==> src/rtl/aabb_tpo_pkg.sv <==
package aabb_tpo_pkg;

   localparam int SLOTS_DEF      = 8;
   localparam int COORD_BITS_DEF = 16;
   localparam int TAG_BITS_DEF   = 16;

   typedef enum logic [1:0] {
      MODE_INSERT = 2'd0,
      MODE_UPDATE = 2'd1,
      MODE_REMOVE = 2'd2,
      MODE_QUERY  = 2'd3
   } mode_type;

   typedef enum logic [1:0] {
      STATUS_OK     = 2'd0,
      STATUS_FULL   = 2'd1,
      STATUS_UNUSED = 2'd2
   } status_type;

   typedef enum logic [2:0] {
      ST_IDLE,
      ST_OP,
      ST_READ,
      ST_CMP,
      ST_FLUSH
   } state_type;

   typedef struct packed {
      logic load_req;
      logic exec_op;
      logic pair_step;
      logic flush;
   } dp_cmd_type;

   typedef struct packed {
      mode_type mode;
      logic     out_free;
      logic     pair_hit;
      logic     pend_valid;
   } dp_stat_type;

endpackage

==> src/rtl/aabb_tpo_if.sv <==
interface aabb_tpo_req_if;
   logic               valid;
   logic               ready;
   logic [1:0]         mode;
   logic [2:0]         slot_key;
   logic signed [15:0] min_x;
   logic signed [15:0] min_y;
   logic signed [15:0] max_x;
   logic signed [15:0] max_y;
   logic [15:0]        client_data;

   modport source (
      output valid, mode, slot_key, min_x, min_y, max_x, max_y, client_data,
      input  ready
   );
   modport sink (
      input  valid, mode, slot_key, min_x, min_y, max_x, max_y, client_data,
      output ready
   );
endinterface

interface aabb_tpo_rsp_if;
   logic        valid;
   logic        ready;
   logic [2:0]  slot;
   logic [15:0] client_first;
   logic [15:0] client_second;
   logic        pair_valid;
   logic [1:0]  status;
   logic        last;

   modport source (
      output valid, slot, client_first, client_second, pair_valid, status, last,
      input  ready
   );
   modport sink (
      input  valid, slot, client_first, client_second, pair_valid, status, last,
      output ready
   );
endinterface

==> src/rtl/aabb_table_pair_overlap_top.sv <==
// channel   modport  transaction
// req_ch    sink     one table operation or self query
// rsp_ch    source   one result; last marks the final result of a request
//
// insert, update and remove latch the request, then do one read-modify-write of the table.
// self query runs latch, mode decode, then a read and a compare for each slot pair
// through the registered read of the box and tag memories, plus a final flush
// of the held pair.
// reset clears used flags, free stack depth and high water; box and tag memories keep contents.
// a stalled rsp_ch holds the waiting result and pauses the controller; a new request
// is still taken while the previous result waits.
module aabb_table_pair_overlap_top
   import aabb_tpo_pkg::*;
#(
   parameter int SLOTS      = SLOTS_DEF,
   parameter int COORD_BITS = COORD_BITS_DEF,
   parameter int TAG_BITS   = TAG_BITS_DEF
) (
   input logic            clock,
   input logic            reset,
   aabb_tpo_req_if.sink   req_ch,
   aabb_tpo_rsp_if.source rsp_ch
);

   dp_cmd_type               cmd;
   dp_stat_type              stat;
   logic [$clog2(SLOTS)-1:0] rd_a;
   logic [$clog2(SLOTS)-1:0] rd_b;

   aabb_tpo_ctrl #(
      .SLOTS (SLOTS)
   ) u_ctrl (
      .clock     (clock),
      .reset     (reset),
      .req_valid (req_ch.valid),
      .req_ready (req_ch.ready),
      .cmd       (cmd),
      .stat      (stat),
      .rd_a      (rd_a),
      .rd_b      (rd_b)
   );

   aabb_tpo_dp #(
      .SLOTS      (SLOTS),
      .COORD_BITS (COORD_BITS),
      .TAG_BITS   (TAG_BITS)
   ) u_dp (
      .clock             (clock),
      .reset             (reset),
      .cmd               (cmd),
      .stat              (stat),
      .rd_a              (rd_a),
      .rd_b              (rd_b),
      .req_mode          (req_ch.mode),
      .req_slot_key      (req_ch.slot_key),
      .req_min_x         (req_ch.min_x),
      .req_min_y         (req_ch.min_y),
      .req_max_x         (req_ch.max_x),
      .req_max_y         (req_ch.max_y),
      .req_client_data   (req_ch.client_data),
      .rsp_valid         (rsp_ch.valid),
      .rsp_ready         (rsp_ch.ready),
      .rsp_slot          (rsp_ch.slot),
      .rsp_client_first  (rsp_ch.client_first),
      .rsp_client_second (rsp_ch.client_second),
      .rsp_pair_valid    (rsp_ch.pair_valid),
      .rsp_status        (rsp_ch.status),
      .rsp_last          (rsp_ch.last)
   );

endmodule

==> src/rtl/aabb_tpo_ctrl.sv <==
module aabb_tpo_ctrl
   import aabb_tpo_pkg::*;
#(
   parameter int SLOTS = SLOTS_DEF
) (
   input  logic                     clock,
   input  logic                     reset,
   input  logic                     req_valid,
   output logic                     req_ready,
   output dp_cmd_type               cmd,
   input  dp_stat_type              stat,
   output logic [$clog2(SLOTS)-1:0] rd_a,
   output logic [$clog2(SLOTS)-1:0] rd_b
);

   localparam int IW = $clog2(SLOTS);

   state_type        state_ff, state_in;
   logic [IW-1:0]    a_ff, a_in;
   logic [IW-1:0]    b_ff, b_in;

   always_ff @(posedge clock) begin
      if (reset) begin
         state_ff <= ST_IDLE;
         a_ff     <= '0;
         b_ff     <= '0;
      end else begin
         state_ff <= state_in;
         a_ff     <= a_in;
         b_ff     <= b_in;
      end
   end

   always_comb begin
      state_in  = state_ff;
      a_in      = a_ff;
      b_in      = b_ff;
      cmd       = '0;
      req_ready = 1'b0;
      unique case (state_ff)
         ST_IDLE: begin
            req_ready = 1'b1;
            if (req_valid) begin
               cmd.load_req = 1'b1;
               a_in         = '0;
               b_in         = IW'(1);
               state_in     = ST_OP;
            end
         end
         ST_OP: begin
            if (stat.mode == MODE_QUERY) begin
               state_in = ST_READ;
            end else if (stat.out_free) begin
               cmd.exec_op = 1'b1;
               state_in    = ST_IDLE;
            end
         end
         ST_READ: begin
            state_in = ST_CMP;
         end
         ST_CMP: begin
            if (!(stat.pair_hit && stat.pend_valid && !stat.out_free)) begin
               cmd.pair_step = 1'b1;
               state_in      = ST_READ;
               if (b_ff == IW'(SLOTS - 1)) begin
                  if (a_ff == IW'(SLOTS - 2)) begin
                     state_in = ST_FLUSH;
                  end else begin
                     a_in = a_ff + IW'(1);
                     b_in = a_ff + IW'(2);
                  end
               end else begin
                  b_in = b_ff + IW'(1);
               end
            end
         end
         ST_FLUSH: begin
            if (stat.out_free) begin
               cmd.flush = 1'b1;
               state_in  = ST_IDLE;
            end
         end
         default: begin
            state_in = ST_IDLE;
         end
      endcase
   end

   assign rd_a = a_ff;
   assign rd_b = b_ff;

   a_exec_room: assert property (@(posedge clock) disable iff (reset)
      cmd.exec_op |-> stat.out_free)
      else $error("operation result loaded over a waiting transaction");

   a_pair_room: assert property (@(posedge clock) disable iff (reset)
      (cmd.pair_step && stat.pair_hit && stat.pend_valid) |-> stat.out_free)
      else $error("pair result loaded over a waiting transaction");

   a_pair_order: assert property (@(posedge clock) disable iff (reset)
      (state_ff == ST_CMP) |-> (b_ff > a_ff))
      else $error("pair scan left upper triangle");

endmodule

==> src/rtl/aabb_tpo_dp.sv <==
module aabb_tpo_dp
   import aabb_tpo_pkg::*;
#(
   parameter int SLOTS      = SLOTS_DEF,
   parameter int COORD_BITS = COORD_BITS_DEF,
   parameter int TAG_BITS   = TAG_BITS_DEF
) (
   input  logic                     clock,
   input  logic                     reset,
   input  dp_cmd_type               cmd,
   output dp_stat_type              stat,
   input  logic [$clog2(SLOTS)-1:0] rd_a,
   input  logic [$clog2(SLOTS)-1:0] rd_b,
   input  logic [1:0]               req_mode,
   input  logic [2:0]               req_slot_key,
   input  logic signed [15:0]       req_min_x,
   input  logic signed [15:0]       req_min_y,
   input  logic signed [15:0]       req_max_x,
   input  logic signed [15:0]       req_max_y,
   input  logic [15:0]              req_client_data,
   output logic                     rsp_valid,
   input  logic                     rsp_ready,
   output logic [2:0]               rsp_slot,
   output logic [15:0]              rsp_client_first,
   output logic [15:0]              rsp_client_second,
   output logic                     rsp_pair_valid,
   output logic [1:0]               rsp_status,
   output logic                     rsp_last
);

   localparam int IW = $clog2(SLOTS);
   localparam int NW = $clog2(SLOTS + 1);
   localparam int CW = COORD_BITS;
   localparam int BW = 4 * COORD_BITS;
   localparam int TW = TAG_BITS;

   function automatic logic boxes_overlap(input logic [BW-1:0] a, input logic [BW-1:0] b);
      logic signed [CW-1:0] a_lx, a_ly, a_hx, a_hy, b_lx, b_ly, b_hx, b_hy;
      a_lx = $signed(a[CW-1:0]);
      a_ly = $signed(a[2*CW-1:CW]);
      a_hx = $signed(a[3*CW-1:2*CW]);
      a_hy = $signed(a[4*CW-1:3*CW]);
      b_lx = $signed(b[CW-1:0]);
      b_ly = $signed(b[2*CW-1:CW]);
      b_hx = $signed(b[3*CW-1:2*CW]);
      b_hy = $signed(b[4*CW-1:3*CW]);
      return (a_lx <= b_hx) && (b_lx <= a_hx) && (a_ly <= b_hy) && (b_ly <= a_hy);
   endfunction

   // latched transaction
   mode_type         mode_ff;
   logic [2:0]       key_ff;
   logic [BW-1:0]    box_ff;
   logic [TW-1:0]    tag_ff;

   // table state
   logic [BW-1:0]    box_mem [SLOTS];
   logic [TW-1:0]    tag_mem [SLOTS];
   logic [BW-1:0]    rd_box_a_ff, rd_box_b_ff;
   logic [TW-1:0]    rd_tag_a_ff, rd_tag_b_ff;
   logic [SLOTS-1:0] used_ff, used_in;
   logic [IW-1:0]    stack_ff [SLOTS];
   logic [NW-1:0]    free_ff, free_in;
   logic [NW-1:0]    hw_ff, hw_in;

   // held pair and output register
   logic             pend_valid_ff, pend_valid_in;
   logic [15:0]      pend_first_ff, pend_second_ff;
   logic             rsp_valid_ff, rsp_valid_in;
   logic [2:0]       rsp_slot_ff, rsp_slot_in;
   logic [15:0]      rsp_first_ff, rsp_first_in;
   logic [15:0]      rsp_second_ff, rsp_second_in;
   logic             rsp_pair_ff, rsp_pair_in;
   status_type       rsp_status_ff, rsp_status_in;
   logic             rsp_last_ff, rsp_last_in;

   // conversions
   logic [CW+15:0]   lx_wide, ly_wide, hx_wide, hy_wide;
   logic [TW+15:0]   tag_in_wide;
   logic [TW+15:0]   tag_a_wide, tag_b_wide;
   logic [IW+2:0]    key_wide;
   logic [IW-1:0]    key_idx;
   logic             key_ok;
   logic [NW-1:0]    free_dec;
   logic [IW-1:0]    ins_idx;
   logic [IW+2:0]    ins_wide;
   logic             ins_stack, ins_fresh;

   logic             box_we, tag_we, push, pend_load, rsp_load, pair_hit;
   logic [IW-1:0]    wr_idx;

   assign lx_wide     = {{CW{req_min_x[15]}}, req_min_x};
   assign ly_wide     = {{CW{req_min_y[15]}}, req_min_y};
   assign hx_wide     = {{CW{req_max_x[15]}}, req_max_x};
   assign hy_wide     = {{CW{req_max_y[15]}}, req_max_y};
   assign tag_in_wide = {{TW{1'b0}}, req_client_data};
   assign tag_a_wide  = {16'b0, rd_tag_a_ff};
   assign tag_b_wide  = {16'b0, rd_tag_b_ff};

   assign key_wide  = {{IW{1'b0}}, key_ff};
   assign key_idx   = key_wide[IW-1:0];
   assign key_ok    = (32'(key_ff) < 32'(SLOTS)) && used_ff[key_idx];
   assign free_dec  = free_ff - NW'(1);
   assign ins_stack = (free_ff != '0);
   assign ins_fresh = (hw_ff < NW'(SLOTS));
   assign ins_idx   = ins_stack ? stack_ff[free_dec[IW-1:0]] : hw_ff[IW-1:0];
   assign ins_wide  = {3'b0, ins_idx};

   assign pair_hit = used_ff[rd_a] && used_ff[rd_b] && boxes_overlap(rd_box_a_ff, rd_box_b_ff);

   always_comb begin
      used_in       = used_ff;
      free_in       = free_ff;
      hw_in         = hw_ff;
      push          = 1'b0;
      box_we        = 1'b0;
      tag_we        = 1'b0;
      wr_idx        = key_idx;
      pend_load     = 1'b0;
      pend_valid_in = pend_valid_ff;
      rsp_load      = 1'b0;
      rsp_slot_in   = rsp_slot_ff;
      rsp_first_in  = rsp_first_ff;
      rsp_second_in = rsp_second_ff;
      rsp_pair_in   = rsp_pair_ff;
      rsp_status_in = rsp_status_ff;
      rsp_last_in   = rsp_last_ff;
      rsp_valid_in  = rsp_valid_ff && !rsp_ready;

      if (cmd.exec_op) begin
         rsp_load      = 1'b1;
         rsp_first_in  = '0;
         rsp_second_in = '0;
         rsp_pair_in   = 1'b0;
         rsp_last_in   = 1'b1;
         rsp_status_in = STATUS_OK;
         rsp_slot_in   = key_ff;
         case (mode_ff) inside
            MODE_INSERT: begin
               if (ins_stack || ins_fresh) begin
                  if (ins_stack) begin
                     free_in = free_dec;
                  end else begin
                     hw_in = hw_ff + NW'(1);
                  end
                  used_in[ins_idx] = 1'b1;
                  box_we           = 1'b1;
                  tag_we           = 1'b1;
                  wr_idx           = ins_idx;
                  rsp_slot_in      = ins_wide[2:0];
               end else begin
                  rsp_slot_in   = '0;
                  rsp_status_in = STATUS_FULL;
               end
            end
            MODE_UPDATE, MODE_REMOVE: begin
               if (!key_ok) begin
                  rsp_status_in = STATUS_UNUSED;
               end else if (mode_ff == MODE_UPDATE) begin
                  box_we = 1'b1;
               end else begin
                  used_in[key_idx] = 1'b0;
                  push             = 1'b1;
                  free_in          = free_ff + NW'(1);
               end
            end
            default: begin
               rsp_load = 1'b0;
            end
         endcase
      end

      if (cmd.pair_step && pair_hit) begin
         pend_load     = 1'b1;
         pend_valid_in = 1'b1;
         if (pend_valid_ff) begin
            rsp_load      = 1'b1;
            rsp_slot_in   = '0;
            rsp_first_in  = pend_first_ff;
            rsp_second_in = pend_second_ff;
            rsp_pair_in   = 1'b1;
            rsp_status_in = STATUS_OK;
            rsp_last_in   = 1'b0;
         end
      end

      if (cmd.flush) begin
         rsp_load      = 1'b1;
         pend_valid_in = 1'b0;
         rsp_slot_in   = '0;
         rsp_status_in = STATUS_OK;
         rsp_last_in   = 1'b1;
         rsp_pair_in   = pend_valid_ff;
         rsp_first_in  = pend_valid_ff ? pend_first_ff : 16'b0;
         rsp_second_in = pend_valid_ff ? pend_second_ff : 16'b0;
      end

      if (rsp_load) begin
         rsp_valid_in = 1'b1;
      end
   end

   always_ff @(posedge clock) begin
      if (box_we) begin
         box_mem[wr_idx] <= box_ff;
      end
      if (tag_we) begin
         tag_mem[wr_idx] <= tag_ff;
      end
      rd_box_a_ff <= box_mem[rd_a];
      rd_box_b_ff <= box_mem[rd_b];
      rd_tag_a_ff <= tag_mem[rd_a];
      rd_tag_b_ff <= tag_mem[rd_b];
   end

   always_ff @(posedge clock) begin
      if (reset) begin
         used_ff       <= '0;
         free_ff       <= '0;
         hw_ff         <= '0;
         pend_valid_ff <= 1'b0;
         rsp_valid_ff  <= 1'b0;
      end else begin
         used_ff       <= used_in;
         free_ff       <= free_in;
         hw_ff         <= hw_in;
         pend_valid_ff <= pend_valid_in;
         rsp_valid_ff  <= rsp_valid_in;
      end
   end

   always_ff @(posedge clock) begin
      if (cmd.load_req) begin
         mode_ff <= mode_type'(req_mode);
         key_ff  <= req_slot_key;
         box_ff  <= {hy_wide[CW-1:0], hx_wide[CW-1:0], ly_wide[CW-1:0], lx_wide[CW-1:0]};
         tag_ff  <= tag_in_wide[TW-1:0];
      end
      if (push) begin
         stack_ff[free_ff[IW-1:0]] <= key_idx;
      end
      if (pend_load) begin
         pend_first_ff  <= tag_a_wide[15:0];
         pend_second_ff <= tag_b_wide[15:0];
      end
      rsp_slot_ff   <= rsp_slot_in;
      rsp_first_ff  <= rsp_first_in;
      rsp_second_ff <= rsp_second_in;
      rsp_pair_ff   <= rsp_pair_in;
      rsp_status_ff <= rsp_status_in;
      rsp_last_ff   <= rsp_last_in;
   end

   assign stat.mode       = mode_ff;
   assign stat.out_free   = !rsp_valid_ff || rsp_ready;
   assign stat.pair_hit   = pair_hit;
   assign stat.pend_valid = pend_valid_ff;

   assign rsp_valid         = rsp_valid_ff;
   assign rsp_slot          = rsp_slot_ff;
   assign rsp_client_first  = rsp_first_ff;
   assign rsp_client_second = rsp_second_ff;
   assign rsp_pair_valid    = rsp_pair_ff;
   assign rsp_status        = rsp_status_ff;
   assign rsp_last          = rsp_last_ff;

   a_slot_count: assert property (@(posedge clock) disable iff (reset)
      $countones(used_ff) == (32'(hw_ff) - 32'(free_ff)))
      else $error("used slots disagree with high water and free stack");

   a_free_bound: assert property (@(posedge clock) disable iff (reset)
      (free_ff <= hw_ff) && (hw_ff <= NW'(SLOTS)))
      else $error("free stack or high water out of range");

   a_pend_clear: assert property (@(posedge clock) disable iff (reset)
      cmd.flush |=> !pend_valid_ff)
      else $error("held pair survived the end of a query");

endmodule

==> src/flat_wrapper.sv <==
// flat-port wrapper written by rule: the top's interface ports become plain ports
module aabb_table_pair_overlap_top_flat import aabb_tpo_pkg::*;
#(
   parameter int SLOTS      = SLOTS_DEF,
   parameter int COORD_BITS = COORD_BITS_DEF,
   parameter int TAG_BITS   = TAG_BITS_DEF
)
  (clock, reset, req_ch_valid, req_ch_mode, req_ch_slot_key, req_ch_min_x, req_ch_min_y, req_ch_max_x, req_ch_max_y, req_ch_client_data, req_ch_ready, rsp_ch_valid, rsp_ch_slot, rsp_ch_client_first, rsp_ch_client_second, rsp_ch_pair_valid, rsp_ch_status, rsp_ch_last, rsp_ch_ready);
  aabb_tpo_req_if req_ch_i ();
  aabb_tpo_rsp_if rsp_ch_i ();
  input logic clock;
  input logic reset;
  input wire logic [$bits(req_ch_i.valid)-1:0] req_ch_valid;
  input wire logic [$bits(req_ch_i.mode)-1:0] req_ch_mode;
  input wire logic [$bits(req_ch_i.slot_key)-1:0] req_ch_slot_key;
  input wire logic [$bits(req_ch_i.min_x)-1:0] req_ch_min_x;
  input wire logic [$bits(req_ch_i.min_y)-1:0] req_ch_min_y;
  input wire logic [$bits(req_ch_i.max_x)-1:0] req_ch_max_x;
  input wire logic [$bits(req_ch_i.max_y)-1:0] req_ch_max_y;
  input wire logic [$bits(req_ch_i.client_data)-1:0] req_ch_client_data;
  output wire logic [$bits(req_ch_i.ready)-1:0] req_ch_ready;
  output wire logic [$bits(rsp_ch_i.valid)-1:0] rsp_ch_valid;
  output wire logic [$bits(rsp_ch_i.slot)-1:0] rsp_ch_slot;
  output wire logic [$bits(rsp_ch_i.client_first)-1:0] rsp_ch_client_first;
  output wire logic [$bits(rsp_ch_i.client_second)-1:0] rsp_ch_client_second;
  output wire logic [$bits(rsp_ch_i.pair_valid)-1:0] rsp_ch_pair_valid;
  output wire logic [$bits(rsp_ch_i.status)-1:0] rsp_ch_status;
  output wire logic [$bits(rsp_ch_i.last)-1:0] rsp_ch_last;
  input wire logic [$bits(rsp_ch_i.ready)-1:0] rsp_ch_ready;
  assign req_ch_i.valid = req_ch_valid;
  assign req_ch_i.mode = req_ch_mode;
  assign req_ch_i.slot_key = req_ch_slot_key;
  assign req_ch_i.min_x = req_ch_min_x;
  assign req_ch_i.min_y = req_ch_min_y;
  assign req_ch_i.max_x = req_ch_max_x;
  assign req_ch_i.max_y = req_ch_max_y;
  assign req_ch_i.client_data = req_ch_client_data;
  assign req_ch_ready = req_ch_i.ready;
  assign rsp_ch_valid = rsp_ch_i.valid;
  assign rsp_ch_slot = rsp_ch_i.slot;
  assign rsp_ch_client_first = rsp_ch_i.client_first;
  assign rsp_ch_client_second = rsp_ch_i.client_second;
  assign rsp_ch_pair_valid = rsp_ch_i.pair_valid;
  assign rsp_ch_status = rsp_ch_i.status;
  assign rsp_ch_last = rsp_ch_i.last;
  assign rsp_ch_i.ready = rsp_ch_ready;
  aabb_table_pair_overlap_top #(.SLOTS(SLOTS), .COORD_BITS(COORD_BITS), .TAG_BITS(TAG_BITS)) u_core (.clock(clock), .reset(reset), .req_ch(req_ch_i), .rsp_ch(rsp_ch_i));
endmodule
==> config.mk <==
export PLATFORM = sky130hd
export DESIGN_NAME = aabb_table_pair_overlap_top_flat
export DESIGN_NICKNAME = d
export VERILOG_FILES = /design/src/rtl/aabb_tpo_pkg.sv /design/src/rtl/aabb_tpo_if.sv /design/src/rtl/aabb_table_pair_overlap_top.sv /design/src/rtl/aabb_tpo_ctrl.sv /design/src/rtl/aabb_tpo_dp.sv /design/src/flat_wrapper.sv
export SDC_FILE = /design/constraint.sdc
export NUM_CORES = 1
export LEC_CHECK = 0
export BUFFER_PORTS_ARGS = -buffer_cell sky130_fd_sc_hd__clkbuf_2
export CAP_MARGIN = 20
export CORE_MARGIN = 2
export CORE_UTILIZATION = 50
export DETAILED_ROUTE_END_ITERATION = 12
export GPL_TIMING_DRIVEN = 0
export HOLD_SLACK_MARGIN = 0.06
export PLACE_DENSITY = 0.72
export SETUP_SLACK_MARGIN = 0.15
export SKIP_LAST_GASP = 1
export SLEW_MARGIN = 20
export SYNTH_ARGS = -nofsm -noshare
export SYNTH_HDL_FRONTEND = slang
export SYNTH_SLANG_ARGS = --single-unit
==> constraint.sdc <==
create_clock -name clock -period 6.05 [get_ports clock]
set_input_delay 0.3025 -clock clock [delete_from_list [all_inputs] [get_ports clock]]
set_output_delay 0.3025 -clock clock [all_outputs]
set_load 0.01 [all_outputs]
==> qor.txt <==
Register Area - 28000 sq um
pwr dens - 299 nW/um^2
outcome - finished clean
switching share of power - 21.1%
die footprint - 84800 sq um
critical path capture point type - register
largest net degree at the start of global routing - 46
TritonCTS Buffers - 100
die width - 291 microns
leakage - 16.6 nW
Power, Total - 14.5 mW
power share of the combinational group - 4.4%
1st-pass router iterations - 5
Final Hold Slack - 0.158 ns
setup TNS - 0 ns
ratio of cells with drive above 1 in the final layout - 29.8%
GRT Total Usage - 23.6%
TritonCTS clock tree - built
core area - 81800 sq um
CP Class - reg -> reg
relative slew slack - 22.9%
post-layout util - 59.2%
Seq/Total Area, Yosys - 67.9%
Synth area leader - edfxtp_1
clock skew - 0.0356 ns
Initial Util - 50.4%
Layout Nets - 2816
Filler Cells Inserted - 5893
routed wire length - 99200 microns
async set-reset flop share out of synthesis - 0%
Max Transition Viols Final - 0
minimum clock period after layout - 4.78 ns
Max Clock Freq - 209 MHz
vias in the first global route - 23900
clk root buf - clkbuf_16
port buffer count - 128
Crit Path Max Fanout - 19
Post-synth top cells - 781 x edfxtp_1, 329 x mux4_2, 282 x nand2_1
EDFF count, synth - 781
max cap viols - 0
Internal Power - 11.4 mW
sw power - 3.05 mW
vias per cell - 6.03
WP data arrival - 5.14 ns
area of the multi-input gates - 12500 sq um
Reg clk slew, reported paths - 0.06 ns
hpwl dp - 67300 microns
Setup-failing EPs final - 0
# IOs - 130
#FFs+latches synth - 1007
Worst Hold Class - in -> reg
Tcrit/Tclk final - 79.0%
antenna violations before repair - 1
Netlist cell types - 74
Post-Syn Area - 41200 sq um
gpl congestion - 0.812
Layout area overhead - 17.6%
final hold viol count - 0
min setup slack post-route - 1.27 ns
drt first-iter violations - 2367
area fraction of the dominant cell type after synthesis - 56.9%
first-pass GRT wire length - 148000 microns
Gate Count Post-Synth - 2291
Die H - 291 microns
Max VDD drop - 257 uV
Longest Clk Path Bufs - 3
Least-Margin Pin Slew - 1.16 ns
ys flop type - edfxtp_1
grt total ovfl - 0
top post-synthesis cells by area - edfxtp_1 57%, mux4_2 18%, dfxtp_1 11%, nand2_1 2.6%, mux2_2 2.3%
FP Rows - 105
Worst EP required - 6.41 ns
synth warn - 0
Detail Route Antenna Nets - 0
count leader, synth - edfxtp_1
clock sinks - 1007
syn_nets - 2454
Via Count - 23000
H-tree depth - 3
RSZ-0062 raised after global routing - false
worst slack, placed - 1.26 ns
crit path launch type - register
Sequential Power Share - 53.2%
Synth Area per Inst - 18.0 sq um
DRC - 0
Clock power frac - 42.4%
Wirelength per Cell - 26.0 microns
Clock Latency Late Sink - 0.67 ns
[routing by layer]
metal	vias to the layer above	global-route usage, %	part of all wire, %
li1	9835	-	-
met1	11900	31.3	39
met2	1083	39.3	50
met3	205	4.07	8.0
met4	0	8.95	3.4
met5	-	0	0
[what timing repair did]
item	in CTS	in global routing
endpoints found under the hold margin	86	0
hold buffers	86	0
buffers inserted	0	0
resized for setup	0	0
[layout make-up]
type | count | share of cell area [%]
tap | 1070 | 2.76
timing repair buffer | 260 | 5.11
antenna | 1 | 0.00516
clock inverter | 40 | 0.692
sequential | 1007 | 57.7
buffer | 121 | 1.14
clock buffer | 148 | 6.17
inverter | 80 | 0.619
multi-input combinational | 1083 | 25.8
[path summary, 6_finish.rpt]
| check | start | slack, ns | cells past startpoint | endpoint |
|---|---|---|---|---|
| setup / recovery | u_core.u_dp.free_ff[0] | 1.27 | 15 | u_core.u_dp.box_mem[0][44] |
| hold / removal | req_ch_valid | 0.16 | 2 | u_core.u_dp.mode_ff[0] |
| setup reg to reg | u_core.u_dp.free_ff[0] | 1.27 | 15 | u_core.u_dp.box_mem[0][44] |
| hold reg to reg | u_core.u_dp.rd_tag_b_ff[0] | 0.40 | 0 | u_core.u_dp.pend_second_ff[0] |
[layout by cell type (no fill, tap or decap), drive strengths merged, types with 3 or more instances in the layout]
master / Yosys / final
a311oi: 3 / 3
mux2: 86 / 86
a32o: 4 / 4
nor2b: 14 / 14
nor2: 56 / 56
nand2: 282 / 282
dfxtp: 226 / 226
a2111oi: 3 / 3
a211oi: 5 / 5
nand4: 11 / 11
nand3: 14 / 14
a211o: 3 / 3
a21boi: 3 / 3
buf: 59 / 93
mux4: 329 / 329
mux2i: 10 / 10
and3: 8 / 8
dlygate4sd3: 0 / 86
xnor2: 6 / 6
ha: 74 / 74
a31oi: 4 / 4
inv: 80 / 84
clkbuf: 62 / 350
or2: 3 / 3
and2: 4 / 4
o311ai: 5 / 5
a21oi: 32 / 32
a22o: 33 / 33
clkinv: 0 / 33
nand2b: 11 / 11
nor4: 4 / 4
a21o: 12 / 12
nor3: 12 / 12
edfxtp: 781 / 781
o21ai: 11 / 11
[cells by family (layout without fill, tap and decap cells)]
family | Yosys count | count (layout) | synth area share (%)
compound gates | 146 | 146 | 2.69
xor+xnor | 8 | 8 | 0.170
fa+ha+maj | 74 | 74 | 2.25
buf+inv | 201 | 649 | 2.02
flops | 1007 | 1007 | 67.9
mux | 425 | 425 | 20.6
other cells | 0 | 1 | 0
simple gates | 430 | 430 | 4.46
[through the flow]
stage | cells | area (sq um)
2_1_floorplan | 2291 | 41200
3_3_place_gp | 3489 | 43200
3_5_place_dp | 3533 | 44300
4_1_cts | 3807 | 48400
5_1_grt | 3810 | 48500
6_report | 3810 | 48500
[power by group through the flow]
stage | logic (mW) | clock network [mW] | registers (mW)
global placement | 0.560 | 0 | 7.84
floorplan | 0.397 | 0 | 7.80
detailed placement | 0.595 | 0 | 7.85
finish | 0.640 | 6.13 | 7.70
global route | 0.695 | 6.51 | 7.71
CTS | 0.643 | 6.23 | 7.70
[worst max-delay path, stage by stage, from the launching register on]
cell and delay [ns]:
dfxtp_1 0.36, buf_6 0.17, inv_1 0.09, ha_1 0.28, buf_1 0.33, mux4_2 0.38
mux2_2 0.29, mux2i_1 0.51, or2_0 0.17, buf_2 0.20, a21boi_2 0.21, nand2b_1 0.26
nor2_4 0.58, buf_16 0.24, buf_16 0.19, buf_12 0.21
[flip-flops by register name, indices dropped and copies added, names as in the netlist, 4 cells and up]
signal and count:
u_core.u_dp.box_mem 512, u_core.u_dp.tag_mem 128, u_core.u_dp.box_ff 64, u_core.u_dp.rd_box_a_ff 64, u_core.u_dp.rd_box_b_ff 64, u_core.u_dp.stack_ff 24
u_core.u_dp.pend_first_ff 16, u_core.u_dp.pend_second_ff 16, u_core.u_dp.rd_tag_a_ff 16, u_core.u_dp.rd_tag_b_ff 16, u_core.u_dp.rsp_client_first 16, u_core.u_dp.rsp_client_second 16
u_core.u_dp.tag_ff 16, u_core.u_dp.used_ff 8, u_core.u_dp.free_ff 4, u_core.u_dp.hw_ff 4
No activity file was read; power rests on OpenSTA's default activity.
